==> config.mk <==
export PLATFORM = sky130hd
export DESIGN_NAME = tspp_cordic
export DESIGN_NICKNAME = d
export VERILOG_FILES = /design/src/rtl/core/assert_macros.svh /design/src/rtl/core/tspp_pkg.sv /design/src/rtl/core/tspp_cordic.sv
export SDC_FILE = /design/constraint.sdc
export NUM_CORES = 1
export LEC_CHECK = 0
export BUFFER_PORTS_ARGS = -buffer_cell sky130_fd_sc_hd__buf_2
export CORE_ASPECT_RATIO = 1.1
export CORE_MARGIN = 2
export CORE_UTILIZATION = 50
export DETAILED_ROUTE_END_ITERATION = 12
export GPL_TIMING_DRIVEN = 1
export PLACE_DENSITY = 0.7
export SLEW_MARGIN = 15
export SYNTH_ARGS = -nofsm -noshare
export SYNTH_HDL_FRONTEND = slang
export SYNTH_SLANG_ARGS = --single-unit
==> constraint.sdc <==
create_clock -name clock -period 5.6 [get_ports clock]
set_input_delay 1.12 -clock clock [delete_from_list [all_inputs] [get_ports clock]]
set_output_delay 1.12 -clock clock [all_outputs]
set_load 0.01 [all_outputs]
==> src/rtl/core/assert_macros.svh <==
// Assertion helpers for the RTL; the planner top includes them.
`ifndef ASSERT_MACROS_SVH
`define ASSERT_MACROS_SVH

// Antecedent implies consequent in the same cycle.
`define ASSERT_IMP(lbl, clk, rst, ante, cons, msg) \
   lbl: assert property (@(posedge clk) disable iff (rst) (ante) |-> (cons)) \
      else $error(msg);

// Antecedent implies consequent in the next cycle.
`define ASSERT_NEXT(lbl, clk, rst, ante, cons, msg) \
   lbl: assert property (@(posedge clk) disable iff (rst) (ante) |=> (cons)) \
      else $error(msg);

`endif

==> src/rtl/core/tspp_pkg.sv <==
`default_nettype none
package tspp_pkg;

   localparam int CORDIC_STEPS = 20;
   localparam logic signed [32:0] CORDIC_START = 33'sd652032874;

   localparam logic [3:0] CSR_PPM_AB    = 4'd0;
   localparam logic [3:0] CSR_PPM_C     = 4'd1;
   localparam logic [3:0] CSR_SPD_FLOOR = 4'd2;
   localparam logic [3:0] CSR_SPD_CEIL  = 4'd3;
   localparam logic [3:0] CSR_ARM_ALONG = 4'd4;
   localparam logic [3:0] CSR_ARM_ACROSS = 4'd5;
   localparam logic [3:0] CSR_ANCHOR    = 4'd6;
   localparam logic [3:0] CSR_ROD       = 4'd7;

   localparam logic [9:0] RST_PPM_AB  = 10'd200;
   localparam logic [9:0] RST_PPM_C   = 10'd152;
   localparam logic [7:0] RST_FLOOR   = 8'd17;
   localparam logic [7:0] RST_CEIL    = 8'd30;
   localparam logic [9:0] RST_ALONG   = 10'd185;
   localparam logic [9:0] RST_ACROSS  = 10'd63;
   localparam logic [9:0] RST_ANCHOR  = 10'd100;
   localparam logic [9:0] RST_ROD     = 10'd356;

   localparam logic [14:0] STROKE_MAX = 15'd32767;

   typedef enum logic [3:0] {
      ST_IDLE,
      ST_CORDIC,
      ST_TRIG,
      ST_SQ_U,
      ST_SQ_V,
      ST_ROOT_GO,
      ST_ROOT,
      ST_CHECK,
      ST_SCALE,
      ST_SUM,
      ST_SPEED_GO,
      ST_SPEED,
      ST_FINISH
   } state_type;

   // atan(2^-i) in 2^-16 degree
   function automatic logic [21:0] atan_val(input logic [4:0] i);
      logic [21:0] v;
      case (i)
         5'd0:  v = 22'd2949120;
         5'd1:  v = 22'd1740967;
         5'd2:  v = 22'd919879;
         5'd3:  v = 22'd466945;
         5'd4:  v = 22'd234379;
         5'd5:  v = 22'd117304;
         5'd6:  v = 22'd58666;
         5'd7:  v = 22'd29335;
         5'd8:  v = 22'd14668;
         5'd9:  v = 22'd7334;
         5'd10: v = 22'd3667;
         5'd11: v = 22'd1833;
         5'd12: v = 22'd917;
         5'd13: v = 22'd458;
         5'd14: v = 22'd229;
         5'd15: v = 22'd115;
         5'd16: v = 22'd57;
         5'd17: v = 22'd29;
         5'd18: v = 22'd14;
         5'd19: v = 22'd7;
         default: v = 22'd0;
      endcase
      return v;
   endfunction

endpackage
`default_nettype wire

==> src/rtl/core/tspp_cordic.sv <==
`default_nettype none
module tspp_cordic (
   input  wire logic               clock,
   input  wire logic               reset,
   input  wire logic               start,
   input  wire logic signed [25:0] z_init,
   input  wire logic               neg,
   output logic signed [31:0]      cos_o,
   output logic signed [31:0]      sin_o,
   output logic                    done
);
   logic               busy_ff, busy_in;
   logic               done_ff, done_in;
   logic [4:0]         i_ff, i_in;
   logic signed [32:0] cx_ff, cx_in, cy_ff, cy_in;
   logic signed [25:0] z_ff, z_in;
   logic               neg_ff, neg_in;
   logic signed [32:0] dx, dy;
   logic signed [25:0] ang;

   assign dx  = cy_ff >>> i_ff;
   assign dy  = cx_ff >>> i_ff;
   assign ang = signed'({4'b0, tspp_pkg::atan_val(i_ff)});

   always_comb begin
      busy_in = busy_ff;
      done_in = 1'b0;
      i_in    = i_ff;
      cx_in   = cx_ff;
      cy_in   = cy_ff;
      z_in    = z_ff;
      neg_in  = neg_ff;
      if (start) begin
         busy_in = 1'b1;
         i_in    = '0;
         cx_in   = tspp_pkg::CORDIC_START;
         cy_in   = '0;
         z_in    = z_init;
         neg_in  = neg;
      end else if (busy_ff) begin
         // rotate towards zero residual angle
         if (z_ff >= 0) begin
            cx_in = cx_ff - dx;
            cy_in = cy_ff + dy;
            z_in  = z_ff - ang;
         end else begin
            cx_in = cx_ff + dx;
            cy_in = cy_ff - dy;
            z_in  = z_ff + ang;
         end
         i_in = i_ff + 5'd1;
         if (i_ff == 5'(tspp_pkg::CORDIC_STEPS - 1)) begin
            busy_in = 1'b0;
            done_in = 1'b1;
         end
      end
   end

   always_ff @(posedge clock) begin
      if (reset) begin
         busy_ff <= 1'b0;
         done_ff <= 1'b0;
      end else begin
         busy_ff <= busy_in;
         done_ff <= done_in;
      end
      i_ff   <= i_in;
      cx_ff  <= cx_in;
      cy_ff  <= cy_in;
      z_ff   <= z_in;
      neg_ff <= neg_in;
   end

   assign cos_o = neg_ff ? 32'(-cx_ff) : cx_ff[31:0];
   assign sin_o = neg_ff ? 32'(-cy_ff) : cy_ff[31:0];
   assign done  = done_ff;
endmodule
`default_nettype wire

Word level (Yosys, flattened, before mapping):

Memories as Yosys holds them, arrays and structs flattened. A register that Yosys moved wholly into a read port is not among the register bits.
Index checks and enable logic that the tools add are counted.

* register bits: 100
* bits in read-only memories: 704
* input port bits: 30
* output and inout port bits: 65
* word-level logic and storage cells: 37
* memories kept: 1

Memory list
* (no name shown): words 32, width 22, rd ports 1, clocked after Yosys merged registers in 1, write ports 0, RTL line tspp_pkg.sv:46 `case (i)`

* add/subtract/negate cells: 9
* $lt $le $gt $ge: 1
* equality and inequality tests: 1
* shift-type cells: 2
* mux-type cells: 13
* bitwise operators: 1
* reductions and logical operators: 2

Operator list (count)
* 26-bit two-way mux: 3
* 33-bit adder: 2
* 33-bit two-way mux: 2
* 33-bit by 5-bit >>> shifter with 33-bit output: 2
* 33-bit subtractor: 2
* 32-bit two-way mux: 2
* 32-bit negation: 2
* 26-bit by 23-bit adder with 26-bit output: 1
* 26-bit by 1-bit greater-or-equal comparator with 1-bit output (second input constant): 1
* 26-bit by 23-bit subtractor with 26-bit output: 1
* 5-bit two-way mux: 2
* 5-bit by 1-bit adder with 5-bit output (second input constant): 1
* 5-bit == test (second input constant): 1
* 1-bit two-way mux: 4
* 3-bit OR reduction: 1
* 2-bit nonzero test: 1
* 1-bit NOT: 1

Longest topological paths before layout:

* word-level depth: 4
* mapped depth: 31
* depth with buffers taken out: 24

Least setup slack after synthesis:

OpenSTA, ideal clock, no wires.

* kind: register to register
* from: register i_ff[2]
* to: register cy_ff[32]
* setup time: 0.116 ns
* data arrival time: 5.971 ns
* data required time: 5.484 ns
* path slack: -0.487 ns
* cell stages (with the launch flop): 28
* path buffers: 8
* period minus slack after synthesis: 6.087 ns
* path through: dfxtp_1 buf_2 buf_4 buf_4 buf_4 buf_4 clkbuf_1 buf_2 mux4_2 nand2_1 a21boi_0 ha_1 nand3_1 or4_1 clkbuf_1 nor4_1 mux2i_1 a21o_1 ha_1 a21o_1 a21oi_1 nor3b_1 a21bo_2 a221oi_1 o21ai_0 xnor2_1 a21oi_1 a31o_1

* word-level cells in the longest chain between the ends: 3
* elaborated cells on any way between the ends: 4
* classes of those cells: add/sub: 2; shift: 1; mux: 1

RTL lines
* from (decl): RTL line tspp_cordic.sv:14 `logic [4:0] i_ff, i_in;`
* from (signal assigned): RTL line tspp_cordic.sv:67 `i_ff <= i_in;`
* 33-bit by 5-bit >>> shifter with 33-bit output (*): RTL line tspp_cordic.sv:22 `assign dy = cx_ff >>> i_ff;`
* 33-bit subtractor or 33-bit adder (tied branches): RTL line tspp_cordic.sv:48, tspp_cordic.sv:44
* 33-bit two-way mux (*): RTL line tspp_cordic.sv:42 `if (z_ff >= 0) begin`
* to (signal assigned): RTL line tspp_cordic.sv:69 `cy_ff <= cy_in;`
* to (decl): RTL line tspp_cordic.sv:15 `logic signed [32:0] cx_ff, cx_in, cy_ff, cy_in;`

Mark *: on every way between the ends. The rest lies on a longest branch, timed or not.
A chain may end at the register's enable or synchronous reset.

Worst setup path in the final report:

* from: register i_ff[0]
* to: register cy_ff[32]

Same word-level chain as after synthesis.

==> flow_summary.yaml <==
status:
  status: "finished with violations"
  violations: "negative setup slack"
floorplanning:
  num_rows: 70
  die_h_um: 197
  start_util_pct: 50.9
  ios: 95
  die_w_um: 180
  die-area_mm2: 0.0354
  core_area_mm2: 0.0334
setup_path:
  worst-path-buf-inv: 5
  cp_slowest_cell: "or4_4"
  r2r_cells: 25
  crit_required_ps: 5950
  crit_family: "compound AO/OA/AOI/OAI gates"
  cp_max_fo: 8
  cp-end-kind: "flip-flop"
  worst-setup-path-type: "reg -> reg"
  cp.depth: 25
  cp_common_cell: "buf_4"
  cp.arrival_ps: 6070
  critPathLaunchType: "flip-flop"
  slowest_delay_ps: 640
sta:
  tns_ps: -129
  period_minus_slack_ps: 5720
  tightest_slew_ps: 1130
  finalMaxSlewViolations: 0
  hold_viol_final: 0
  rsz0062_at_grt: "true"
  maxSlewHeadroom_pct: 24.8
  fin_worst_skew_ps: 14.3
  layout_setup_ws_ps: -119
  finalSetupViolCount: 2
  fmax_ghz: 0.175
  finalCritPeriodShare_pct: 102
global_routing:
  grt_pass1_vias: 17683
  use_met1_pct: 41.5
  use_met3_pct: 5.86
  gr-total-overflow: 0
  grt_busiest_layer: "met2"
  grt_start_max_net_pins: 61
  met2_usage_pct: 58.7
  grt_use_total_pct: 34.0
  antenna_found_initial: 1
  grt_pass1_wl_um: 96100
power:
  p_per_area_mw_per_mm2: 696
  irDropWorstVdd_mv: 0.356
  power.total_uw: 15200
  leakagePower_uw: 0.00925
synth:
  synth_cells: 2073
  ys_ff_latch: 122
  yosysTopAreaCell: "dfxtp_1"
  ys_types: 93
  synth_edf_count: 27
  synth_ff_type: "dfxtp_1"
  yosys-top-cells-area: "dfxtp_1, mux4_2, ha_1"
  synth_area_mm2: 0.0170
  synthArstFlopShare_pct: 0
  synthesis.nets: 2209
  synth_seq_area_share_pct: 16.0
  syn_avg_cell_area_um2: 8.19
  synth_top_area_share_pct: 11.2
  yosysWarnings: 0
clock_tree:
  clockBufferDepth: 2
  numCtsBuffers: 17
  cts_max_level: 4
  clkTransAtPathRegs_ps: 60
  insertion_delay_ps: 460
  cts_hold_buf: 0
  cts_tree: "built"
  cts-root-buf: "clkbuf_16"
  cts_sinks: 122
routing:
  dr.pass1.iters: 5
  postRouteWirelength_um: 62400
  drc: 0
  drtIter0Drc: 1617
  wl_per_cell_um: 21.6
  vias: 18183
  antenna_left: 0
  via_per_inst: 6.28
finish:
  fin_area_mm2: 0.0218
  fillers: 2808
  diodes: 0
  utilization_pct: 65.3
  final_nets: 2586
  layout.cells.most_common: "buf_4"
  final_cell_mix: "buf_4, nand2_1, o21ai_0"
  drive_gt1_share_pct: 32.2
  syn2layout_area_growth_pct: 28.5
min_path:
  holdPathStages: 2
  min-delay-path-class: "reg -> reg"
placement:
  port_buffers: 94
  placed_area_mm2: 0.0201
  dp_hpwl_um: 46900
  dp_worst_setup_slack_ps: -340
  gp_congestion: 1.04
run:
  maxCapViolations: 0
[area by class of cell]
class | count | area [um^2] | share of cell area (%)
Multi-Input combinational cell | 1728 | 13700 | 62.9
Timing Repair Buffer | 529 | 4030 | 18.5
Sequential cell | 122 | 2730 | 12.5
Tap cell | 432 | 541 | 2.48
Clock buffer | 17 | 425 | 1.95
Inverter | 52 | 195 | 0.895
Clock inverter | 15 | 175 | 0.803
[layer usage]
layer  routed length [um]  vias up
met4                 3030        2
met1                24600     8710
met2                30000      826
met3                 4730      184
li1                     -     8461
met5                   16        -
[through the flow]
stage                     hold WS (ps)  std cells
after CTS                          511       2849
after detailed placement           501       2802
after global placement             494       2802
after global routing               546       2895
after floorplan                    497       2073
final                              511       2895
[sequential cells by signal, summed over array words and instances (netlist names)]
signal   flops
done         1
i_ff         5
neg_ff       1
busy_ff      1
cy_ff       33
ang         22
z_ff        26
cx_ff       33
[cell families after synthesis]
| family | Yosys count | synth area share (%) |
|---|---|---|
| DFF | 122 | 16.0 |
| muxes | 182 | 18.1 |
| xor gates and xnor gates | 214 | 11.1 |
| AOI/OAI and AO/OA | 614 | 23.0 |
| and+or+nand+nor | 612 | 17.2 |
| buffers and inverters | 223 | 6.64 |
| adders and majority gates | 106 | 7.95 |
[cells in the mapped netlist (21+ instances only)]
master	count
nand2b_1	29
a31oi_1	25
o31ai_1	37
mux4_2	72
ha_1	103
mux2_2	21
dfxtp_1	95
xnor2_1	138
mux2i_1	69
o21ai_0	191
edfxtp_1	27
a21oi_1	132
clkbuf_1	99
or3_1	24
nor3_1	37
a21o_1	33
nor2b_1	23
xor2_1	75
a211oi_1	28
nor2_1	169
nand2_1	203
inv_1	48
nand3_1	32
[what timing repair did]
item / in CTS / in global routing
endpoints found under the setup margin: 18 / 27
resized for setup: 41 / 106
setup buffers: 14 / 45
gates cloned: 1 / 2
pin swaps: 18 / 63
[report_power, final]
group / switching (uW) / internal (uW) / total [uW]
sequential: 401 / 1230 / 1630
combinational: 6310 / 6060 / 12400
clock: 481 / 699 / 1180
[worst paths after layout]
path                                 from         to  slack [ps]
worst max-delay path              i_ff[0]  cy_ff[32]        -120
worst min register to register  cy_ff[31]  cy_ff[31]         510
worst min-delay path            cy_ff[31]  cy_ff[31]         510
worst max register to register    i_ff[0]  cy_ff[32]        -120
[worst reg2reg max path, cell delays in order, from the launching register on]
cell,delay (ps)
dfxtp_4,470
buf_4,170
buf_12,100
clkbuf_16,150
buf_4,140
mux4_2,520
mux2i_1,180
mux2i_1,190
mux2i_4,230
ha_4,170
nand3_4,70
or4_4,640
o21ai_4,190
xor2_2,200
ha_1,290
a21o_1,190
a21o_1,210
nor2_2,110
o211ai_1,90
buf_4,160
a21bo_2,220
a221oi_4,290
o21ai_2,120
xnor2_2,170
a21oi_1,110
a31o_1,210
Power figures use the tool's default switching activity.
