### src/rtl/core/assert_macros.svh
// Assertion helpers for the RTL; the planner top includes them.
`ifndef ASSERT_MACROS_SVH
`define ASSERT_MACROS_SVH

// Antecedent implies consequent in the same cycle.
`define ASSERT_IMP(lbl, clk, rst, ante, cons, msg) \
   lbl: assert property (@(posedge clk) disable iff (rst) (ante) |-> (cons)) \
      else $error(msg);

// Antecedent implies consequent in the next cycle.
`define ASSERT_NEXT(lbl, clk, rst, ante, cons, msg) \
   lbl: assert property (@(posedge clk) disable iff (rst) (ante) |=> (cons)) \
      else $error(msg);

`endif

### src/rtl/core/tspp_isqrt.sv
`default_nettype none
module tspp_isqrt (
   input  wire logic        clock,
   input  wire logic        reset,
   input  wire logic        start,
   input  wire logic [57:0] radicand,
   output logic [28:0]      root,
   output logic             done
);
   logic        busy_ff, busy_in, done_ff, done_in;
   logic [4:0]  cnt_ff, cnt_in;
   logic [57:0] rad_ff, rad_in;
   logic [29:0] rem_ff, rem_in;
   logic [28:0] root_ff, root_in;
   logic [31:0] rem_sh, trial;

   assign rem_sh = {rem_ff, rad_ff[57:56]};
   assign trial  = {2'b0, root_ff[28:0], 1'b0} + 32'd0 + {1'b0, root_ff, 2'b01} - {2'b0, root_ff, 1'b0};

   always_comb begin
      busy_in = busy_ff;
      done_in = 1'b0;
      cnt_in  = cnt_ff;
      rad_in  = rad_ff;
      rem_in  = rem_ff;
      root_in = root_ff;
      if (start) begin
         busy_in = 1'b1;
         cnt_in  = '0;
         rad_in  = radicand;
         rem_in  = '0;
         root_in = '0;
      end else if (busy_ff) begin
         // one result bit per cycle, two radicand bits in
         rad_in = {rad_ff[55:0], 2'b00};
         if (rem_sh >= trial) begin
            rem_in  = 30'(rem_sh - trial);
            root_in = {root_ff[27:0], 1'b1};
         end else begin
            rem_in  = rem_sh[29:0];
            root_in = {root_ff[27:0], 1'b0};
         end
         cnt_in = cnt_ff + 5'd1;
         if (cnt_ff == 5'd28) begin
            busy_in = 1'b0;
            done_in = 1'b1;
         end
      end
   end

   always_ff @(posedge clock) begin
      if (reset) begin
         busy_ff <= 1'b0;
         done_ff <= 1'b0;
      end else begin
         busy_ff <= busy_in;
         done_ff <= done_in;
      end
      cnt_ff  <= cnt_in;
      rad_ff  <= rad_in;
      rem_ff  <= rem_in;
      root_ff <= root_in;
   end

   assign root = root_ff;
   assign done = done_ff;
endmodule
`default_nettype wire

### config.mk
export PLATFORM = sky130hd
export DESIGN_NAME = tspp_isqrt
export DESIGN_NICKNAME = d
export VERILOG_FILES = /design/src/rtl/core/assert_macros.svh /design/src/rtl/core/tspp_isqrt.sv
export SDC_FILE = /design/constraint.sdc
export NUM_CORES = 1
export LEC_CHECK = 0
export CORE_ASPECT_RATIO = 0.9
export CORE_MARGIN = 8
export CORE_UTILIZATION = 51
export CTS_CLUSTER_DIAMETER = 30
export CTS_CLUSTER_SIZE = 25
export DETAILED_ROUTE_END_ITERATION = 16
export DONT_BUFFER_PORTS = 1
export PLACE_DENSITY_LB_ADDON = 0.12
export SETUP_SLACK_MARGIN = 0.4
export SYNTH_ARGS = -nofsm -noshare
export SYNTH_HDL_FRONTEND = slang
export SYNTH_SLANG_ARGS = --single-unit
### constraint.sdc
create_clock -name clock -period 14.6 [get_ports clock]
set_input_delay 4.38 -clock clock [delete_from_list [all_inputs] [get_ports clock]]
set_output_delay 4.38 -clock clock [all_outputs]
set_load 0.1 [all_outputs]
# ---- Yosys cells after proc, flatten, opt, wreduce, memory -nomap -nowiden
# Cells that the tools add are included.
dict set report op_classes {
  n_addsub 4
  multipliers 0
  div 0
  order_cmp 1
  eq_ne 1
  n_shift 0
  mux 8
  bitwise_logic 1
  reduce_logical 2
}
# op count
set ops {}
lappend ops {{$mux 58} 2}
lappend ops {{$add 30x31->32} 1}
lappend ops {{$ge 32x32->1} 1}
lappend ops {{$sub 32x30->32} 1}
lappend ops {{$mux 30} 1}
lappend ops {{$sub 30x30->30} 1}
lappend ops {{$add 5x1->5 const B} 1}
lappend ops {{$eq 5x5->1 const B} 1}
lappend ops {{$mux 1} 5}
lappend ops {{$reduce_or 3->1} 1}
lappend ops {{$reduce_bool 2->1} 1}
lappend ops {{$not 1->1} 1}
dict set report word_totals {
  regBits 124
  latchBits 0
  mem_bits_rw 0
  romBits 0
  input_bits 61
  out_inout_bits 30
  word_cells 23
  memories 0
}

# ---- Longest topological paths before layout
# Gate-level depths: netlist of the first run.
dict set report depth {
  word_depth 4
  ltp_mapped 27
  ltp_nobuf 23
}

# ---- Least setup slack after synthesis of the first run
# OpenSTA, ideal clock, no wires.
dict set report synth_timing {
  path_kind {in2reg}
  from {input start}
  to {register rad_ff[0] (enable)}
  setup_ns 0.412
  arrival_time_ns 5.989
  setup_slack_ns 8.199
  stages 4
  path_buffers 2
  path_cell_list {clkbuf_1 -> nor2_1 -> clkbuf_1 -> inv_1}
}
dict set report synth_via {
  elab_chain_cells 1
}
# element line_no
set synth_lines {}
lappend synth_lines {{start: declaration} tspp_isqrt.sv:5} ;# input wire logic start,
lappend synth_lines {{$reduce_bool 2->1 (no source line)} n/a}
lappend synth_lines {{end signal: assignment} tspp_isqrt.sv:60} ;# rad_ff <= rad_in;
lappend synth_lines {{end: declaration} tspp_isqrt.sv:12} ;# logic [57:0] rad_ff, rad_in;
# Every way passes these cells.
# A chain may end at the register's enable or synchronous reset.

# ---- Final worst setup path of the first run
dict set report layout_timing {
  from {register root_ff[4], in the netlist root[4]}
  to {register rem_ff[13]}
}
dict set report layout_via {
  elab_chain_cells 4
  word_cells_on_any_way 5
  classes_between {3 x add/sub; 1 x order compare; 1 x mux}
}
# element line_no
set layout_lines {}
lappend layout_lines {{start: declaration} tspp_isqrt.sv:14} ;# logic [28:0] root_ff, root_in;
lappend layout_lines {{start signal: assignment} tspp_isqrt.sv:62} ;# root_ff <= root_in;
lappend layout_lines {{$add 30x31->32} tspp_isqrt.sv:18} ;# assign trial = {2'b0, root_ff[28:0], 1'b0} + 32'd0 + {1'b0, root_ff, 2'b01} - {2'b0, root_ff, 1'b0};
lappend layout_lines {{$sub 32x30->32 *} tspp_isqrt.sv:18}
lappend layout_lines {{$sub 30x30->30 / $ge 32x32->1 (equally long branches)} {tspp_isqrt.sv:37, tspp_isqrt.sv:36}}
lappend layout_lines {{$mux 30 *} tspp_isqrt.sv:36} ;# if (rem_sh >= trial) begin
lappend layout_lines {{end signal: assignment} tspp_isqrt.sv:61} ;# rem_ff <= rem_in;
lappend layout_lines {{end: declaration} tspp_isqrt.sv:13} ;# logic [29:0] rem_ff, rem_in;
# Every way passes the cells marked *; elsewhere a longest branch is shown, timed or not.

==> results of run 1 <==
[sequential cells by signal (all words and copies together) (netlist names)]
| name | count |
|---|---|
| rad_ff | 58 |
| rem_ff | 30 |
| root | 29 |
| cnt_ff | 5 |
| busy_ff | 1 |
| done | 1 |
[worst max-delay path: stages (launching register included)]
cell,delay (ns)
dfxtp_1,1.09
ha_1,0.49
xor2_1,0.19
ha_1,0.36
a21o_1,0.22
a31oi_1,0.27
a21oi_2,0.10
nand3_1,0.14
a32oi_2,0.17
a221o_1,0.35
a21oi_1,0.20
xor2_1,0.25
ha_1,0.33
a21o_1,0.20
a21o_1,0.16
a21oi_1,0.25
and2_1,0.17
o211ai_1,0.10
nand2_1,0.84
nor2_1,0.11
a21oi_1,0.22
a211oi_1,0.11
[worst min-delay path by stage]
| stage | slack, ns | cells after the start | to |
|---|---|---|---|
| finish | 0.47 | 2 | rem_ff[28]$_SDFFE_PP0P_ |
| global placement | 0.46 | 1 | rem_ff[29]$_SDFFE_PP0P_ |
| detailed placement | 0.46 | 1 | rem_ff[29]$_SDFFE_PP0P_ |
| CTS | 0.47 | 1 | rem_ff[29]$_SDFFE_PP0P_ |
| floorplan | 0.43 | 2 | rem_ff[28]$_SDFFE_PP0P_ |
| global route | 0.50 | 1 | rem_ff[29]$_SDFFE_PP0P_ |
[kinds of logic after synthesis]
| kind of cell | after synthesis | share of synthesized area (%) |
|---|---|---|
| muxes | 100 | 11.7 |
| buffers and inverters | 91 | 3.95 |
| DFF | 124 | 33.1 |
| AOI/OAI and AO/OA | 232 | 16.6 |
| adders and majority gates | 103 | 14.0 |
| xor gates and xnor gates | 75 | 7.11 |
| and+or+nand+nor | 253 | 13.5 |
[where the power goes]
group	switching, W	internal (W)	total [W]
sequential	0.0000374	0.000409	0.000446
combinational	0.000709	0.000512	0.00122
clock	0.000172	0.000255	0.000427
[cells in the final DEF, fill, tap and decap left out, types with 26 or more instances in the layout]
master / count
a21o_1: 35
a21oi_1: 74
dfxtp_1: 65
edfxtp_1: 58
ha_1: 102
inv_1: 46
mux2_2: 56
mux2i_1: 41
nand2_1: 46
nor2_1: 91
o21ai_0: 39
xnor2_1: 26
xor2_1: 49
[per-layer routing]
metal	wire, um	up-vias
met3	806	12
met5	0	-
met4	145	0
met1	10400	3118
met2	8410	129
li1	-	3509
[cell type report]
| class | count | share of cell area (%) |
|---|---|---|
| Clock inverter | 15 | 1.61 |
| Sequential cell | 124 | 30.4 |
| Tap cell | 240 | 2.98 |
| Multi-Input combinational cell | 763 | 57.7 |
| Clock buffer | 17 | 4.22 |
| Timing Repair Buffer | 17 | 1.27 |
| Inverter | 47 | 1.75 |
[through the flow]
stage,util (%),hold slack [ns],cells
CTS,57.0,0.475,1223
global route,57.0,0.503,1223
floorplan,-,0.432,978
detailed placement,53.7,0.461,1191
global placement,53.7,0.459,1191
finish,57.0,0.473,1223
==> metrics, run 1 <==
Final Hold Fails=0; DR pass1 iterations=5; multi-input logic area=5820 um^2; Post-Layout Inst Area=10100 um^2; vias=6768; Top Usage Layer GRT=met1; Fmax=154 MHz; leading area contributor after synthesis=edfxtp_1; TNS Setup=0 ns; power per cell area=208 nW/um^2; clock tree sinks=124; Synth Register Bits=124; Netlist cell types=68; Worst R2R End=rem_ff[13]$_SDFFE_PP0P_; Port Buffers=0; CORE AREA=17700 um^2; CTS Root Cell=clkbuf_16; outcome=finished, final reports clean; Slew HR=20.3%; ys async rst share=0%; worst endpoint required time=14.85 ns; Post-route DRC=0; vias per cell=5.53; Fillers=1609; Detailed Route Iter0 Violations=476; Gate Count Post-Synth=978; pin count of the biggest net entering global routing=116; post-cts resize count=0; Pwr Total=0.00209 W; Setup WS post-layout=8.10 ns; row cnt=46; drt wl/cell=16.2 um; Max Slew Vio Count=0; Synthesized Nets=1142; Slew @ Worst Pin=1.19 ns; RePlAce Congestion=0.883; met2 usage=25.8%; GRT met3 Usage=3.36%; final clock skew=0.00733 ns; antenna violations before repair=0; CP Class=reg -> reg; FF-to-FF path depth=21; Worst Setup SP=root[4]$_SDFFE_PP0P_; layout cells sized above 1=14.9%; CTS tree=built; Post-DRT Antenna Nets=0; r2r startpoint=root[4]$_SDFFE_PP0P_; # setup viols final=0; die height=144 um; most frequent cell after synthesis=ha_1; Die Wd=158 um; top cells by area, synth=edfxtp_1 19%, dfxtp_1 14%, ha_1 14%; clk slew on worst S/H paths=0.06 ns; R2R Setup Slk=8.10 ns; RSZ-0062 raised after global routing=false; H-Tree Depth=4; synthesis-to-layout area growth=8.99%; first-pass GRT wire length=32.3 mm; GR Util met1=25.9%; worst-skew pair later-pin latency=0.41 ns; total CTS buffers=17; CP endpoint kind=flop; post-synthesis cell area=9240 um^2; part of the cycle the worst path needs=44.5%; Reg area=3070 um^2; I/O pins=91; # Post-CTS Setup Buffers=0; Worst setup SP type=flop; Yosys Warn Count=0; DP HPWL=14.5 mm; HP Start=rem_ff[28]$_SDFFE_PP0P_; worst hold path type=reg -> reg; clk buf depth=2; post-route minimum period=6.50 ns; pre-CTS WS=8.09 ns; Total Wirelength=19.8 mm; Initial Util=52.3%; Pleak=4.40 nW; # diodes=0; max_cap viols=0; fin nets=1134; vias in the first global route=6252; Critical Path Fanout Max=35; syn_area_per_cell=9.45 um^2; crit path DAT=6.75 ns; CTS Hold Bufs=0; sequential cell area fraction in the yosys report=33.1%; GRT Total Usage=17.7%; Post-synth EDFFs=58; Worst Setup EP=rem_ff[13]$_SDFFE_PP0P_; post-place instance area=9490 um^2; Commonest cells post-synth=102 x ha_1, 91 x nor2_1, 74 x a21oi_1; global route total overflow=0; Peak VDD IR=0.120 mV; Die ar.=22700 um^2; ys flop type=dfxtp_1; area fraction of the dominant cell type after synthesis=18.8%
Power figures use the tool's default switching activity.
==> run 2: changes to the inputs <==
==> constraint.sdc (replaced) <==
create_clock -name clock -period 5.67 [get_ports clock]
set_input_delay 1.701 -clock clock [delete_from_list [all_inputs] [get_ports clock]]
set_output_delay 1.701 -clock clock [all_outputs]
set_load 0.1 [all_outputs]
==> metrics, run 2 (same netlist as run 1, synthesis figures left out) <==
Die ar.=22700 um^2 (unchanged); register share of total power=20.2% (was 21.3%); Top reg by flops=rad_ff (unchanged); # diodes=0 (unchanged); # setup viols final=0 (unchanged); Fin Hold WS=0.480 ns (was 0.473 ns); global route total overflow=0 (unchanged); Total Wirelength=20.4 mm (was 19.8 mm); fin nets=1159 (was 1134); GRT Total Usage=18.2% (was 17.7%); max_cap viols=0 (unchanged); synthesis-to-layout area growth=12.3% (was 8.99%); power per cell area=538 nW/um^2 (was 208 nW/um^2); Net Sw Power=0.00248 W (was 0.000919 W); Initial Util=52.3% (unchanged); DP HPWL=14.9 mm (was 14.5 mm); Port Buffers=0 (unchanged); commonest non-fill, non-tap cell in the layout=ha_1 (unchanged); Comb pwr share=60.7% (was 58.3%); part of the cycle the worst path needs=88.6% (was 44.5%); CP endpoint kind=flop (unchanged); I/O pins=91 (unchanged); GRT met3 Usage=4.41% (was 3.36%); Pleak=4.52 nW (was 4.40 nW); pin count of the biggest net entering global routing=116 (unchanged); CP Class=reg -> reg (unchanged); Post-DRT Antenna Nets=0 (unchanged); Sw Share=44.4% (was 43.9%); row cnt=46 (unchanged); final clock skew=0.0220 ns (was 0.00733 ns); Peak VDD IR=0.316 mV (was 0.120 mV); critical path's largest stage delay=0.44 ns (was 1.09 ns); max FFs per register=58 (unchanged); antenna violations before repair=0 (unchanged); worst-skew pair later-pin latency=0.43 ns (was 0.41 ns); Crit path max-delay family=compound AO/OA/AOI/OAI gates (unchanged); post-route minimum period=5.02 ns (was 6.50 ns); worst endpoint required time=5.99 ns (was 14.85 ns); Worst Path Buf+Inv=1 (was 0); first-pass GRT wire length=32.9 mm (was 32.3 mm); crit path DAT=5.34 ns (was 6.75 ns); most frequent cells in the layout=94 x ha_1, 91 x nor2_1, 70 x a21oi_1, 58 x edfxtp_1, 56 x mux2_2 (was 102 x ha_1, 91 x nor2_1, 74 x a21oi_1, 65 x dfxtp_1, 58 x edfxtp_1); layout cells sized above 1=20.8% (was 14.9%); Detailed Route Iter0 Violations=462 (was 476); Top Usage Layer GRT=met2 (was met1); crit path max-delay cell type=fa_1 (was dfxtp_1); vias in the first global route=6367 (was 6252); RSZ-0062 raised after global routing=false (unchanged); Die Wd=158 um (unchanged); outcome=finished, final reports clean (unchanged); CTS Hold Bufs=0 (unchanged); Fmax=199 MHz (was 154 MHz); clock group share of total power=19.0% (was 20.4%); most used cell, CP=a21oi_1; worst hold path type=reg -> reg (unchanged); RePlAce Congestion=0.859 (was 0.883); cells along the critical path=inv_1 -> ha_1 -> or2_2 -> fa_1 -> a21o_1 -> a31oi_4 -> o21ai_2 -> a21o_1 -> a21oi_2 -> nor2_1 -> a211o_1 -> a21oi_1 -> xor2_1 -> ha_2 -> a21oi_1 -> o21bai_1 -> a21oi_1 -> o21ai_0 -> nor2_2 -> nor3_1 -> o21a_1 -> o31a_1 -> nor3_1 (was ha_1 -> xor2_1 -> ha_1 -> a21o_1 -> a31oi_1 -> a21oi_2 -> nand3_1 -> a32oi_2 -> a221o_1 -> a21oi_1 -> xor2_1 -> ha_1 -> a21o_1 -> a21o_1 -> a21oi_1 -> and2_1 -> o211ai_1 -> nand2_1 -> nor2_1 -> a21oi_1 -> a211oi_1); vias=6848 (was 6768); Worst setup SP type=flop (unchanged); TNS Setup=0 ns (unchanged); drt wl/cell=16.4 um (was 16.2 um); CTS tree=built (unchanged); Slew HR=36.2% (was 20.3%); met2 usage=27.1% (was 25.8%); Max Slew Vio Count=0 (unchanged); total CTS buffers=17 (unchanged); H-Tree Depth=4 (unchanged); clk buf depth=2 (unchanged); CORE AREA=17700 um^2 (unchanged); clk slew on worst S/H paths=0.06 ns (about the same); Post-route DRC=0 (unchanged); CTS Root Cell=clkbuf_16 (unchanged); GR Util met1=25.8% (was 25.9%); Final Hold Fails=0 (unchanged); Critical Path Fanout Max=8 (was 35); DR pass1 iterations=5 (unchanged); Fillers=1608 (was 1609); Int Power=0.00311 W (was 0.00118 W); clock tree sinks=124 (unchanged); vias per cell=5.49 (was 5.53); post-layout util=58.7% (was 57.0%); die height=144 um (unchanged); Slew @ Worst Pin=0.956 ns (was 1.19 ns)
run 2: changes by cell type in the layout (fill, tap and decap cells not counted), moves of 5 or more:
cell,before,now
dfxtp_1,65,48
dfxtp_2,0,16
ha_2,0,7
buf_4,17,40
inv_8,0,5
ha_1,102,94
run 2: final timing paths:
path	startpoint	endpoint	slack (ns)	cells past startpoint
worst max register to register	root[1]$_SDFFE_PP0P_	rem_ff[27]$_SDFFE_PP0P_	0.65	23
worst min register to register	rem_ff[26]$_SDFFE_PP0P_	rem_ff[26]$_SDFFE_PP0P_	0.48	2
worst min-delay path	rem_ff[26]$_SDFFE_PP0P_	rem_ff[26]$_SDFFE_PP0P_	0.48	2
worst max-delay path	root[1]$_SDFFE_PP0P_	rem_ff[27]$_SDFFE_PP0P_	0.65	23
run 2: layer usage:
metal / share of wire (%) / routed length (um)
met4: 0.71 / 144
met1: 51 / 10400
met5: 0 / 0
met2: 44 / 8900
met3: 4.8 / 984
run 2: area by class of cell:
class | instances | area, um^2 | area share (%)
Clock buffer | 17 | 425 | 4.10
Clock inverter | 15 | 146 | 1.41
Inverter | 47 | 176 | 1.70
Multi-Input combinational cell | 763 | 5920 | 57.0
Sequential cell | 124 | 3090 | 29.8
Tap cell | 240 | 300 | 2.89
Timing Repair Buffer | 42 | 323 | 3.11
run 2: power by group through the flow:
stage	sequential, W	clock (W)	combinational (W)
detailed placement	0.00115	0	0.00319
CTS	0.00113	0.00109	0.00321
global placement	0.00115	0	0.00318
floorplan	0.00113	0	0.00262
finish	0.00113	0.00106	0.00339
global route	0.00114	0.00112	0.00372
run 2: worst register-to-register path, cell delays in order (launching register included):
cell      delay, ns
dfxtp_2        0.41
inv_1          0.06
ha_1           0.17
or2_2          0.32
fa_1           0.44
a21o_1         0.24
a31oi_4        0.21
o21ai_2        0.11
a21o_1         0.20
a21oi_2        0.16
nor2_1         0.06
a211o_1        0.21
a21oi_1        0.17
xor2_1         0.23
ha_2           0.36
a21oi_1        0.22
o21bai_1       0.09
a21oi_1        0.14
o21ai_0        0.12
nor2_2         0.18
nor3_1         0.10
o21a_1         0.21
o31a_1         0.29
nor3_1         0.22
run 2: timing repair:
| item | 4_1_cts | 5_1_grt |
|---|---|---|
| setup buffers | 0 | 6 |
| setup endpoints to repair | 3 | 31 |
| resized for setup | 1 | 28 |
| cloned | 0 | 0 |
| pin swaps | 0 | 10 |
run 2: stage by stage:
stage / cells / area, um^2 / power (W) / setup WS (ns)
floorplan: 978 / 9270 / 0.00375 / 0.450
global placement: 1210 / 9650 / 0.00433 / 0.516
detailed placement: 1210 / 9650 / 0.00433 / 0.401
CTS: 1242 / 10200 / 0.00543 / 0.440
global route: 1248 / 10400 / 0.00598 / 0.385
finish: 1248 / 10400 / 0.00558 / 0.646
