==> src/rtl/core/assert_macros.svh <==
// Assertion helpers for the RTL; the planner top includes them.
`ifndef ASSERT_MACROS_SVH
`define ASSERT_MACROS_SVH

// Antecedent implies consequent in the same cycle.
`define ASSERT_IMP(lbl, clk, rst, ante, cons, msg) \
   lbl: assert property (@(posedge clk) disable iff (rst) (ante) |-> (cons)) \
      else $error(msg);

// Antecedent implies consequent in the next cycle.
`define ASSERT_NEXT(lbl, clk, rst, ante, cons, msg) \
   lbl: assert property (@(posedge clk) disable iff (rst) (ante) |=> (cons)) \
      else $error(msg);

`endif

==> src/rtl/core/tspp_div.sv <==
`default_nettype none
module tspp_div (
   input  wire logic        clock,
   input  wire logic        reset,
   input  wire logic        start,
   input  wire logic [20:0] num,
   input  wire logic [16:0] den,
   output logic [7:0]       quot,
   output logic             done
);
   logic        busy_ff, busy_in, done_ff, done_in;
   logic [2:0]  cnt_ff, cnt_in;
   logic [20:0] rem_ff, rem_in;
   logic [24:0] dsh_ff, dsh_in;
   logic [7:0]  q_ff, q_in;

   always_comb begin
      busy_in = busy_ff;
      done_in = 1'b0;
      cnt_in  = cnt_ff;
      rem_in  = rem_ff;
      dsh_in  = dsh_ff;
      q_in    = q_ff;
      if (start) begin
         busy_in = 1'b1;
         cnt_in  = '0;
         rem_in  = num;
         dsh_in  = {1'b0, den, 7'b0};
         q_in    = '0;
      end else if (busy_ff) begin
         // restoring step, quotient bit from the top
         if ({4'b0, rem_ff} >= dsh_ff) begin
            rem_in = rem_ff - dsh_ff[20:0];
            q_in   = {q_ff[6:0], 1'b1};
         end else begin
            q_in = {q_ff[6:0], 1'b0};
         end
         dsh_in = {1'b0, dsh_ff[24:1]};
         cnt_in = cnt_ff + 3'd1;
         if (cnt_ff == 3'd7) begin
            busy_in = 1'b0;
            done_in = 1'b1;
         end
      end
   end

   always_ff @(posedge clock) begin
      if (reset) begin
         busy_ff <= 1'b0;
         done_ff <= 1'b0;
      end else begin
         busy_ff <= busy_in;
         done_ff <= done_in;
      end
      cnt_ff <= cnt_in;
      rem_ff <= rem_in;
      dsh_ff <= dsh_in;
      q_ff   <= q_in;
   end

   assign quot = q_ff;
   assign done = done_ff;
endmodule
`default_nettype wire

==> config.mk <==
export PLATFORM = sky130hd
export DESIGN_NAME = tspp_div
export DESIGN_NICKNAME = d
export VERILOG_FILES = /design/src/rtl/core/assert_macros.svh /design/src/rtl/core/tspp_div.sv
export SDC_FILE = /design/constraint.sdc
export NUM_CORES = 1
export LEC_CHECK = 0
export BUFFER_PORTS_ARGS = -buffer_cell sky130_fd_sc_hd__clkbuf_2
export CAP_MARGIN = 30
export CORE_MARGIN = 1
export CORE_UTILIZATION = 50
export CTS_CLUSTER_DIAMETER = 80
export DETAILED_ROUTE_END_ITERATION = 10
export GPL_TIMING_DRIVEN = 0
export PLACE_DENSITY = 0.71
export REMOVE_ABC_BUFFERS = 1
export SYNTH_ARGS = -nofsm -noshare
export SYNTH_HDL_FRONTEND = slang
export SYNTH_SLANG_ARGS = --single-unit
export TNS_END_PERCENT = 20
==> constraint.sdc <==
create_clock -name clock -period 3.3 [get_ports clock]
set_clock_uncertainty 0.1 [all_clocks]
set_input_delay 0.165 -clock clock [delete_from_list [all_inputs] [get_ports clock]]
set_output_delay 0.165 -clock clock [all_outputs]
set_load 0.005 [all_outputs]
Word level (Yosys, flattened, before mapping)
Cells that the tools add are included.

word-level totals
  flip-flop bits (word level) = 58
  input bits = 41
  output and inout bits = 9
  word-level logic and storage cells = 26

cells by class
  $add $sub $neg = 2
  order comparisons = 1
  eq/ne operators = 1
  muxes and demuxes = 10
  bitwise logic cells = 1
  reductions and logical operators = 4

operators with widths
  cell                                          number
  2-to-1 mux 21 bit                             3
  2-to-1 mux 24 bit                             2
  >= comparator 21 x 24 -> 1 bit                1
  subtractor 21 bit                             1
  2-to-1 mux 1 bit                              5
  nonzero test 2 bit                            2
  adder 3 x 1 -> 3 bit (second input constant)  1
  == test 3 bit (second input constant)         1
  OR reduction 3 bit                            1
  AND reduction 2 bit                           1
  NOT 1 bit                                     1

Logic depth before layout (Yosys ltp)
Gate-level depths: netlist of run 1.

  word-level depth = 4
  mapped depth = 9
  gate-level depth less buffers = 9

Worst setup path after synthesis of run 1
OpenSTA, ideal clock, no wires.

  path kind = flip-flop to flip-flop
  start point = register rem_ff[0]
  end point = register rem_ff[0], enable pin
  library setup time = 378 ps
  data arrival time = 2,280 ps
  required time = 2,822 ps
  setup slack = 542 ps
  cell stages (with the launch flop) = 10
  buffers on the path = 0
  clock period less this slack = 2,758 ps
  path through = edfxtp_1 > inv_1 > ha_1 > fa_1 > nand2b_1 > a21oi_1 > a41oi_1 > o211ai_1 > a41oi_1 > nand2_1

between the ends
  cells in the longest elaborated chain, start to end = 3

RTL lines
  item                                  line            source
  start, declared                       tspp_div.sv:13  logic [20:0] rem_ff, rem_in;
  start signal, assigned                tspp_div.sv:56  rem_ff <= rem_in;
  >= comparator 21 x 24 -> 1 bit        tspp_div.sv:32  if ({4'b0, rem_ff} >= dsh_ff) begin
  nonzero test 2 bit (no source line)   n/a
  AND reduction 2 bit (no source line)  n/a

Every way passes these cells.
A chain may end at the register's enable or synchronous reset.

Worst setup path after layout of run 1
  start point = register rem_ff[0]
  end point = register rem_ff[17], enable pin

The elaborated chain is that of the path after synthesis.

==> results.txt, run 1 <==
----------------------------------------------------
[Status]
  Run status ... finished, final reports clean

[STA]
  Final critical-path share of the clock period ... about nine tenths
  Unrepaired setup endpoints after global routing ... false
  Hold Slack ... ~0.0085 ns
  Pin slew with the least headroom to its limit ... approximately 0.85 ns
  Final Worst Setup Slack ... 0.282 ns
  Max Clk Rate ... 0.331 GHz
  Worst max-slew margin expressed relative to the limit ... 43.5%
  Max-slew violation total from the final report ... 0
  Shortest clock period the worst path allows after layout ... slightly above 3 ns
  Setup violations, final ... 0
  Hold Violations, Final ... 0

[Placed design]
  HPWL reported at the end of detailed placement ... 5.33 mm
  Pre-CTS worst setup slack ... 0.266 ns
  # port buffers ... 49
  Routability Congestion ... around 0.86
  Cell Area, Placed ... 3890 um^2

[Logic synthesis]
  Asr flop ratio synth ... 0%
  Post-Synthesis Cells ... 394
  Number of storage elements in the synthesis netlist ... 58
  Main combinational cell family by area after synthesis ... compound AO/OA/AOI/OAI gates
  Sequential area share after synthesis ... 43.1%
  Simple-Gate Fraction of Synth Area ... between 10% and 20%
  Post-synthesis mux area share ... roughly 5.3%
  Distinct cells, synth ... 49
  Netlist area before placement ... about 3600 um^2
  Synthesis Warnings ... 0
  Fraction of the mapped netlist area in compound gates ... roughly 18%
  Count of flip-flops with a built-in enable after synthesis ... 38
  Synth Area in XOR/XNOR ... roughly 2.9%
  Synthesized-area fraction occupied by adder cells ... under 10%
  Main flop type after synthesis ... sky130_fd_sc_hd__edfxtp_1
  Average footprint of a synthesized cell ... 9.07 um^2

[Detailed routing]
  Total wire length after detailed routing ... 7.94 mm
  Pre-antenna DRT Iters ... 4
  Number of remaining DRC errors ... 0
  Number of vias after detailed routing ... 3008
  Antenna viol nets, final ... 0
  Starting DRC count in detailed routing ... 194
  Routed via count divided by cell count ... 5.45
  Avg WL per Cell ... 14.4 um

[Clocking]
  Worst-case clock buffer depth ... 2
  CTS resizes ... 0
  Buffers inserted during post-CTS setup optimization ... 0
  Count of clock tree sinks ... 58
  CTS root buffer ... sky130_fd_sc_hd__clkbuf_8
  Cts bufs inserted ... 9
  Insertion delay to the later sink of the worst-skew pair ... approximately 0.35 ns
  TritonCTS clock tree ... done
  Total number of H-tree levels ... 3
  Clk pin slew, worst setup/hold paths ... 0.07 ns

[Flow run]
  Count of max-cap constraint violations ... 0

[Floorplan]
  IO Count ... 50
  Height of the die ... 86.5 um
  Starting density of the core ... between 50% and 60%
  Floorplan core area ... 6830 um^2
  Die X ... about 87 um
  Core Rows ... 30
  DIE AREA ... roughly 7500 um^2

[Finish]
  Core Util, Final ... 62.2%
  Area of all placed cells without fillers ... around 4300 um^2
  Number of fill cells in the layout ... 628
  Fraction of final layout cells sized beyond drive strength 1 ... between 15 and 20%
  Area used by multi-input combinational logic ... ~1900 um^2
  Growth of design area from synthesis to finish ... 18.9%
  Total Nets Final ... slightly above 500
  Footprint of the flip-flops and latches ... about 1500 um^2
  ANT cells ... 0

[Global route]
  First-pass GRT wire length ... around 14 mm
  Number of antenna violations at the first check in global routing ... 0
  Via count of the first global-routing pass ... around 3000
  Combined global-route utilization of all metal layers ... 23.5%
  Final global-route overflow total ... 0
  Largest net degree at the start of global routing ... 86

[Min path]
  Path class of the lowest-slack min-delay path ... in -> reg

[Power]
  Leakage power total ... between 1.5 and 2 nW
  Maximum VDD drop ... roughly 350 uV
  Cell Pwr Density ... approximately 540 nW/um^2
  Power consumption ... 2.31 mW

[Critical path]
  Nature of the critical path startpoint ... register
  Data arrival time at the worst-slack endpoint ... a little under 3 ns
  CP Max Fanout ... 15
  Required time worst endpoint ... between 3 and 4 ns
  Nature of the critical path endpoint ... register
  Type of the setup path with the least slack ... reg -> reg

----------------------------------------------------
==> path summary, 6_finish.rpt <==
path | startpoint | endpoint | slack, ns | cells after the start
hold / removal | den[0] | dsh_ff[7] | 0.008 | 3
hold reg to reg | dsh_ff[0] | dsh_ff[0] | 0.41 | 2
setup reg to reg | rem_ff[0] | rem_ff[17] | 0.28 | 10
setup / recovery | rem_ff[0] | rem_ff[17] | 0.28 | 10
==> cells by family after synthesis <==
| group | after synthesis |
|---|---|
| and+or+nand+nor | 136 |
| muxes | 19 |
| AOI/OAI and AO/OA | 100 |
| DFF | 58 |
| buffers and inverters | 45 |
| xor gates and xnor gates | 12 |
| adders and majority gates | 24 |
==> final cells by class <==
class	instances	share of cell area, %
clock inverter	4	0.677
sequential	58	36.3
multi-input combinational	291	43.6
inverter	27	2.38
tap	96	2.83
timing repair buffer	64	9.77
clock buffer	12	4.42
==> per-stage QoR <==
stage          std cells  TNS (ns)
4_1_cts              552         0
2_1_floorplan        376         0
3_3_place_gp         521     -4.90
5_1_grt              552         0
6_report             552         0
3_5_place_dp         522         0
==> worst max-delay path, cell delays in order, from the launching register on <==
cell and delay [ns]:
sky130_fd_sc_hd__edfxtp_1 0.33, sky130_fd_sc_hd__inv_1 0.04, sky130_fd_sc_hd__ha_1 0.24, sky130_fd_sc_hd__fa_1 0.42
sky130_fd_sc_hd__nand2b_1 0.21, sky130_fd_sc_hd__a21oi_1 0.31, sky130_fd_sc_hd__a41oi_1 0.09, sky130_fd_sc_hd__o211ai_1 0.21
sky130_fd_sc_hd__a41oi_1 0.16, sky130_fd_sc_hd__nand2_1 0.39, sky130_fd_sc_hd__buf_16 0.21
==> cells in the mapped netlist, types with 3 or more instances <==
| cell | instances | share of area (%) |
|---|---|---|
| sky130_fd_sc_hd__edfxtp_1 | 38 | 32 |
| sky130_fd_sc_hd__nand2_1 | 62 | 6.5 |
| sky130_fd_sc_hd__nand3_1 | 5 | 0.70 |
| sky130_fd_sc_hd__o21bai_1 | 3 | 0.63 |
| sky130_fd_sc_hd__nand4_1 | 4 | 0.70 |
| sky130_fd_sc_hd__buf_1 | 3 | 0.32 |
| sky130_fd_sc_hd__a211oi_2 | 3 | 1.1 |
| sky130_fd_sc_hd__mux2i_1 | 19 | 5.3 |
| sky130_fd_sc_hd__o21ai_0 | 30 | 4.2 |
| sky130_fd_sc_hd__inv_1 | 27 | 2.8 |
| sky130_fd_sc_hd__o21a_1 | 4 | 0.84 |
| sky130_fd_sc_hd__clkbuf_1 | 13 | 1.4 |
| sky130_fd_sc_hd__dfxtp_1 | 20 | 11 |
| sky130_fd_sc_hd__xnor2_1 | 8 | 2.0 |
| sky130_fd_sc_hd__nor3_1 | 4 | 0.56 |
| sky130_fd_sc_hd__a21oi_1 | 23 | 3.2 |
| sky130_fd_sc_hd__o21ai_1 | 7 | 0.98 |
| sky130_fd_sc_hd__nor2_1 | 38 | 4.0 |
| sky130_fd_sc_hd__nor2b_1 | 4 | 0.70 |
| sky130_fd_sc_hd__and2_1 | 3 | 0.53 |
| sky130_fd_sc_hd__ha_1 | 23 | 8.1 |
| sky130_fd_sc_hd__xor2_1 | 4 | 0.98 |
| sky130_fd_sc_hd__a22o_1 | 6 | 1.5 |
| sky130_fd_sc_hd__o22ai_1 | 3 | 0.53 |
| sky130_fd_sc_hd__nand2b_1 | 6 | 1.1 |
| sky130_fd_sc_hd__o211ai_1 | 3 | 0.63 |
==> metal layers <==
metal / wire length [um] / part of all wire [%] / vias up / track usage [%]
met1: 3780 / 48 / 1400 / 31.8
met5: 0 / 0 / - / 0
met2: 3590 / 45 / 78 / 37.1
met4: 170 / 2.1 / 0 / 10.8
li1: - / - / 1517 / -
met3: 402 / 5.1 / 13 / 3.71
==> where the power goes <==
part / total [mW] / internal (mW) / leakage, nW / switching [mW]
clock network: 0.698 / 0.386 / 0.113 / 0.312
logic: 0.705 / 0.290 / 1.11 / 0.414
registers: 0.909 / 0.867 / 0.548 / 0.0417
total: 2.31 / 1.54 / 1.77 / 0.768
==> cell usage in the layout (no fill, tap or decap), types with 3 or more instances in the layout <==
cell type                       synthesis  final
sky130_fd_sc_hd__a211oi_2               3      3
sky130_fd_sc_hd__a21oi_1               23     23
sky130_fd_sc_hd__a22o_1                 6      6
sky130_fd_sc_hd__and2_1                 3      3
sky130_fd_sc_hd__clkbuf_2               0     48
sky130_fd_sc_hd__clkbuf_8               0     10
sky130_fd_sc_hd__dfxtp_1               20     19
sky130_fd_sc_hd__dlygate4sd3_1          0     14
sky130_fd_sc_hd__edfxtp_1              38     38
sky130_fd_sc_hd__ha_1                  23     23
sky130_fd_sc_hd__inv_1                 27     27
sky130_fd_sc_hd__mux2i_1               19     19
sky130_fd_sc_hd__nand2_1               62     62
sky130_fd_sc_hd__nand2b_1               6      6
sky130_fd_sc_hd__nand3_1                5      5
sky130_fd_sc_hd__nand4_1                4      4
sky130_fd_sc_hd__nor2_1                38     38
sky130_fd_sc_hd__nor2b_1                4      4
sky130_fd_sc_hd__nor3_1                 4      4
sky130_fd_sc_hd__o211ai_1               3      3
sky130_fd_sc_hd__o21a_1                 4      4
sky130_fd_sc_hd__o21ai_0               30     30
sky130_fd_sc_hd__o21ai_1                7      7
sky130_fd_sc_hd__o21bai_1               3      3
sky130_fd_sc_hd__o22ai_1                3      3
sky130_fd_sc_hd__xnor2_1                8      8
sky130_fd_sc_hd__xor2_1                 4      4
==> repair_timing <==
item,in CTS,in global routing
endpoints found under the hold margin,15,0
hold buffers,14,0
endpoints found under the setup margin,0,0
==> state kept, by name (all words and copies together) (netlist names) <==
name and flops:
dsh_ff 24, cnt_ff 3, done 1, quot 8
busy_ff 1, rem_ff 21
(Power assumes the default switching activity.)
==> run 2, diff against run 1 <==
Clock period 3.3 ns to 3.05 ns, I/O delays scaled along.
==> run 2 against run 1 <==
  * Global-route usage is 0.29 points higher
  * Utilization increased by 1.6 points
  * Register-to-register slack worse by 0.07 ns
  * Die area unchanged
  * Worst hold slack lost 0.0042 ns
  * Final area is 2.5% higher
  * Clock-buffer cell count unchanged
  * Largest power group unchanged
  * Highest routed layer unchanged
==> results.txt, run 2 (synthesis results as in run 1) <==
----------------------------------------------------
[Critical path]
  Type of the setup path with the least slack ... reg -> reg
  R2R setup slack ... 0.21 ns (-0.07 ns)
  Nature of the critical path startpoint ... register
  Required time worst endpoint ... 3.01 ns (-0.24 ns)
  R2R Path Start ... rem_ff[0]
  First element of the critical path ... rem_ff[0]
  CP Max Fanout ... 15 (unchanged)
  Data arrival time at the worst-slack endpoint ... 2.80 ns (-0.17 ns)
  R2R cell count ... 10 (unchanged)
  Nature of the critical path endpoint ... register
  End of the worst register-to-register path ... rem_ff[17]

[Global route]
  Combined global-route utilization of all metal layers ... 23.7% (+0.29 points)
  Number of antenna violations at the first check in global routing ... 0 (unchanged)
  First-pass GRT wire length ... 13.7 mm (+1.5%)
  Via count of the first global-routing pass ... 3000 (+2.4%)
  Largest net degree at the start of global routing ... 86 (unchanged)
  Final global-route overflow total ... 0 (unchanged)

[Finish]
  Max reg flops ... 24 (unchanged)
  Total Nets Final ... 526 (+1.9%)
  Growth of design area from synthesis to finish ... 21.9%
  Area of all placed cells without fillers ... 4360 um^2 (+2.5%)
  Number of standard cells in the layout, taps in and fillers out ... 562 (+1.8%)
  Fraction of final layout cells sized beyond drive strength 1 ... 16.5% (+0.076 points)
  ANT cells ... 0 (unchanged)
  Most common library cell in the layout ignoring fill and taps ... sky130_fd_sc_hd__nand2_1
  Commonest non-fill, non-tap cells in the layout ... sky130_fd_sc_hd__nand2_1, sky130_fd_sc_hd__clkbuf_2, sky130_fd_sc_hd__nor2_1, sky130_fd_sc_hd__edfxtp_1, sky130_fd_sc_hd__o21ai_0
  Register bank with the most flops ... dsh_ff

[STA]
  Shortest clock period the worst path allows after layout ... 2.84 ns (-0.180 ns)
  Max Clk Rate ... 0.352 GHz (+6.3%)
  Pin slew with the least headroom to its limit ... 0.865 ns (+0.0170 ns)
  Hold Violations, Final ... 0 (unchanged)
  Unrepaired setup endpoints after global routing ... false
  Final Worst Setup Slack ... 0.212 ns (-0.0705 ns)
  Final critical-path share of the clock period ... 93.1% (+1.6 points)
  Worst max-slew margin expressed relative to the limit ... 42.3% (-1.1 points)
  Hold Slack ... 0.00426 ns (-0.00420 ns)
  Max-slew violation total from the final report ... 0 (unchanged)
  Setup violations, final ... 0 (unchanged)

[Detailed routing]
  Pre-antenna DRT Iters ... 4 (unchanged)
  Total wire length after detailed routing ... 8.02 mm (+0.99%)
  Antenna viol nets, final ... 0 (unchanged)
  Number of remaining DRC errors ... 0 (unchanged)
  Number of vias after detailed routing ... 3041 (+1.1%)
  Starting DRC count in detailed routing ... 146 (-25%)
  Avg WL per Cell ... 14.3 um (-0.80%)
  Routed via count divided by cell count ... 5.41 (-0.70%)

[Power]
  Power consumption ... 2.52 mW (+9.0%)
  Leakage power total ... 1.81 nW (+2.4%)
  Maximum VDD drop ... 375 uV (+8.2%)
  Cell Pwr Density ... 578 nW/um^2 (+6.3%)

[Floorplan]
  DIE AREA ... 7490 um^2 (unchanged)
  Starting density of the core ... 52.3% (unchanged)
  IO Count ... 50 (unchanged)
  Floorplan core area ... 6830 um^2 (unchanged)
  Die X ... 86.5 um (unchanged)
  Core Rows ... 30 (unchanged)
  Height of the die ... 86.5 um (unchanged)

[Clocking]
  Insertion delay to the later sink of the worst-skew pair ... 0.35 ns (about the same)
  Cts bufs inserted ... 9 (unchanged)
  Clk pin slew, worst setup/hold paths ... 0.07 ns (about the same)
  CTS root buffer ... sky130_fd_sc_hd__clkbuf_8
  Worst-case clock buffer depth ... 2 (unchanged)
  Total number of H-tree levels ... 3 (unchanged)
  TritonCTS clock tree ... done
  Count of clock tree sinks ... 58 (unchanged)

[Min path]
  Path class of the lowest-slack min-delay path ... in -> reg
  Startpoint of the worst hold path ... num[7]
  Min-Delay Endpoint ... rem_ff[7]
  Hold-critical path depth ... 3 (unchanged)

[Placed design]
  # port buffers ... 49 (unchanged)
  Placed cell count ... 522 (unchanged)
  HPWL reported at the end of detailed placement ... 5.33 mm (unchanged)
  Cell Area, Placed ... 3890 um^2 (unchanged)
  Routability Congestion ... 0.856 (unchanged)
  Pre-CTS worst setup slack ... 0.0165 ns (-0.250 ns)

[Flow run]
  Count of max-cap constraint violations ... 0 (unchanged)

[Status]
  Run status ... finished, final reports clean

----------------------------------------------------
==> run 2: area by class of cell <==
| class | instances | area (um^2) |
|---|---|---|
| clock inverter | 4 | 28.8 |
| fill | 620 | 2470 |
| sequential | 58 | 1540 |
| clock buffer | 12 | 188 |
| tap | 96 | 120 |
| multi-input combinational | 291 | 1860 |
| inverter | 27 | 101 |
| timing repair buffer | 74 | 515 |
==> run 2: per-layer routing <==
| metal | global-route usage, % | wire length [um] |
|---|---|---|
| met2 | 38.0 | 3570 |
| met5 | 0 | 0 |
| met1 | 31.8 | 3840 |
| met4 | 11.2 | 186 |
| met3 | 3.52 | 419 |
==> run 2: repair_timing <==
action,in CTS,in global routing
resized for setup,1,1
setup buffers,0,0
hold endpoints to repair,25,0
setup endpoints to repair,15,15
hold buffers,24,0
==> run 2: worst max-delay path by stage <==
stage | to | slack [ns] | cells after the start
final | rem_ff[17] | 0.21 | 10
after CTS | rem_ff[17] | 0.11 | 10
after detailed placement | rem_ff[12] | 0.02 | 10
after global placement | rem_ff[13] | -0.48 | 5
after floorplan | rem_ff[0] | 0.29 | 9
after global routing | rem_ff[19] | 0.05 | 10
==> run 2: worst max-delay path: stages (launching register included) <==
cell,delay [ns]
sky130_fd_sc_hd__edfxtp_1,0.33
sky130_fd_sc_hd__inv_1,0.04
sky130_fd_sc_hd__ha_1,0.24
sky130_fd_sc_hd__fa_1,0.42
sky130_fd_sc_hd__nand2b_1,0.22
sky130_fd_sc_hd__a21oi_2,0.24
sky130_fd_sc_hd__a41oi_1,0.08
sky130_fd_sc_hd__o211ai_1,0.21
sky130_fd_sc_hd__a41oi_1,0.19
sky130_fd_sc_hd__nand2_2,0.28
sky130_fd_sc_hd__buf_16,0.20
==> run 2: metrics by stage <==
stage          setup TNS, ns  util [%]
5_1_grt                    0      63.8
4_1_cts                    0      63.7
3_5_place_dp               0      57.0
2_1_floorplan              0         -
6_report                   0      63.8
3_3_place_gp          -10.15      56.5
==> run 2: report_power, final <==
| part | switching (mW) | total (mW) | internal [mW] |
|---|---|---|---|
| combinational | 0.451 | 0.773 | 0.323 |
| clock | 0.344 | 0.762 | 0.418 |
| sequential | 0.0452 | 0.984 | 0.938 |
==> run 3, diff against run 2 <==
Settings changed: CORE_UTILIZATION 50 to 25, HOLD_SLACK_MARGIN from default to 0.1, PLACE_DENSITY 0.71 to default.
==> run 3 against run 2 <==
  * Total power up 7.5%
  * Register-to-register slack better by 0.02 ns
  * Clock power up 24%
  * Worst setup slack better by 0.024 ns
  * Sequential cell count unchanged
  * Cell count up 17%
  * Die area up 97%
  * Clock-buffer cell count down 1
  * Critical path type unchanged
  * First-iteration DRC count down 2.1%
==> results.txt, run 3 (synthesis results as in run 1) <==
----------------------------------------------------
[Global route]
  Number of antenna violations at the first check in global routing ... 0 (unchanged)
  First-pass GRT wire length ... 14.6 mm (+6.5%)
  Largest net degree at the start of global routing ... 86 (unchanged)
  Final global-route overflow total ... 0 (unchanged)
  Via count of the first global-routing pass ... 3023 (+0.77%)
  Combined global-route utilization of all metal layers ... 12.7% (-11 points)

[Clocking]
  TritonCTS clock tree ... done
  Clk pin slew, worst setup/hold paths ... 0.05 ns (-0.02 ns)
  Count of clock tree sinks ... 58 (unchanged)
  CTS root buffer ... sky130_fd_sc_hd__clkbuf_16
  Insertion delay to the later sink of the worst-skew pair ... 0.33 ns (-0.02 ns)
  Total number of H-tree levels ... 3 (unchanged)
  Worst-case clock buffer depth ... 2 (unchanged)
  Cts bufs inserted ... 9 (unchanged)

[Critical path]
  R2R setup slack ... 0.24 ns (+0.02 ns)
  Nature of the critical path endpoint ... register
  Required time worst endpoint ... 2.98 ns (-0.03 ns)
  CP Max Fanout ... 8 (-7)
  Nature of the critical path startpoint ... register
  Type of the setup path with the least slack ... reg -> reg
  Data arrival time at the worst-slack endpoint ... 2.74 ns (-0.06 ns)

[Placed design]
  Routability Congestion ... 0.799 (-6.7%)
  # port buffers ... 49 (unchanged)
  Placed cell count ... 606 (+16%)
  HPWL reported at the end of detailed placement ... 6.02 mm (+13%)
  Cell Area, Placed ... 3990 um^2 (+2.4%)
  Pre-CTS worst setup slack ... -0.0446 ns (-0.0610 ns)

[Finish]
  Number of standard cells in the layout, taps in and fillers out ... 658 (+17%)
  Commonest non-fill, non-tap cells in the layout ... sky130_fd_sc_hd__nand2_1, sky130_fd_sc_hd__clkbuf_2, sky130_fd_sc_hd__nor2_1, sky130_fd_sc_hd__edfxtp_1, sky130_fd_sc_hd__dlygate4sd3_1
  Area of all placed cells without fillers ... 4630 um^2 (+6.2%)
  Total Nets Final ... 538 (+2.3%)
  Fraction of final layout cells sized beyond drive strength 1 ... 15.9% (-0.62 points)
  Most common library cell in the layout ignoring fill and taps ... sky130_fd_sc_hd__nand2_1
  Growth of design area from synthesis to finish ... 29.5%
  Max reg flops ... 24 (unchanged)
  ANT cells ... 0 (unchanged)
  Register bank with the most flops ... dsh_ff

[STA]
  Final Worst Setup Slack ... 0.236 ns (+0.0242 ns)
  Max-slew violation total from the final report ... 0 (unchanged)
  Unrepaired setup endpoints after global routing ... false
  Hold Violations, Final ... 0 (unchanged)
  Setup violations, final ... 0 (unchanged)
  Pin slew with the least headroom to its limit ... 0.900 ns (+0.0348 ns)
  Final critical-path share of the clock period ... 92.3% (-0.79 points)
  Worst max-slew margin expressed relative to the limit ... 40.0% (-2.3 points)
  Shortest clock period the worst path allows after layout ... 2.81 ns (-0.0242 ns)
  Max Clk Rate ... 0.355 GHz (+0.86%)

[Floorplan]
  Starting density of the core ... 25.6% (-27 points)
  Die X ... 122 um (+40%)
  Core Rows ... 43 (+43%)
  IO Count ... 50 (unchanged)
  Floorplan core area ... 13900 um^2 (+100%)
  DIE AREA ... 14800 um^2 (+97%)
  Height of the die ... 122 um (+40%)

[Detailed routing]
  Routed via count divided by cell count ... 4.63 (-14%)
  Starting DRC count in detailed routing ... 143 (-2.1%)
  Avg WL per Cell ... 13.3 um (-7.0%)
  Antenna viol nets, final ... 0 (unchanged)
  Pre-antenna DRT Iters ... 4 (unchanged)
  Total wire length after detailed routing ... 8.73 mm (+8.9%)
  Number of remaining DRC errors ... 0 (unchanged)
  Number of vias after detailed routing ... 3048 (+0.23%)

[Flow run]
  Count of max-cap constraint violations ... 0 (unchanged)

[Min path]
  Path class of the lowest-slack min-delay path ... in -> reg

[Power]
  Leakage power total ... 1.89 nW (+4.2%)
  Cell Pwr Density ... 585 nW/um^2 (+1.2%)
  Maximum VDD drop ... 283 uV (-25%)

[Status]
  Run status ... finished, final reports clean

----------------------------------------------------
## run 3: changes by cell type in the layout (fill, tap and decap cells not counted), sizes merged
cell	before	now
dlygate4sd3	24	35
buf	1	2
clkbuf	61	60
clkinv	3	4
## run 3: layout make-up
class	instances	area, um^2
fillers	1457	9310
clock buffers	11	254
well taps	180	225
flip-flops and latches	58	1540
multi-input cells	291	1860
clock inverters	5	26.3
repair buffers	86	621
inverters	27	101
## run 3: timing repair
| item | CTS | global route |
|---|---|---|
| endpoints found under the hold margin | 36 | 0 |
| buffers inserted | 0 | 1 |
| pin swaps | 0 | 1 |
| gates resized for setup | 1 | 0 |
| endpoints found under the setup margin | 13 | 13 |
| hold buffers | 35 | 0 |
## run 3: power breakdown
group / total [mW] / switching, mW / leakage, nW / internal (mW)
logic: 0.779 / 0.448 / 1.19 / 0.331
clock network: 0.946 / 0.353 / 0.145 / 0.593
registers: 0.983 / 0.0427 / 0.548 / 0.940
## run 3: through the flow
stage,power (mW),utilization [%],hold slack [ns],setup TNS (ns)
after floorplan,1.54,-,0.122,0
after global placement,1.71,28.5,0.227,-13.86
after detailed placement,1.73,28.6,0.229,-0.567
after CTS,2.73,33.2,0.101,0
after global routing,2.87,33.2,0.120,0
final,2.71,33.2,0.0930,0
## run 3: path summary, 6_finish.rpt
path / startpoint / endpoint / cells past startpoint
worst max-delay path: rem_ff[0] / rem_ff[11] / 10
worst min-delay path: num[20] / rem_ff[20] / 3
worst max register to register: rem_ff[0] / rem_ff[11] / 10
worst min register to register: quot[7] / quot[7] / 2
## run 3: worst max-delay path: stages (launching register included)
cell and delay [ns]:
sky130_fd_sc_hd__edfxtp_1 0.33, sky130_fd_sc_hd__inv_1 0.04, sky130_fd_sc_hd__ha_1 0.24, sky130_fd_sc_hd__fa_1 0.41
sky130_fd_sc_hd__nand2b_1 0.21, sky130_fd_sc_hd__a21oi_1 0.31, sky130_fd_sc_hd__a41oi_1 0.09, sky130_fd_sc_hd__o211ai_1 0.23
sky130_fd_sc_hd__a41oi_1 0.20, sky130_fd_sc_hd__nand2_2 0.15, sky130_fd_sc_hd__buf_4 0.20
## run 3: metal layers
layer / up-vias / share of wire [%] / global-route usage [%]
met1: 1429 / 49 / 17.0
met5: - / 0 / 0
met4: 0 / 1.3 / 6.87
li1: 1554 / - / -
met2: 54 / 46 / 19.5
met3: 11 / 3.6 / 2.11
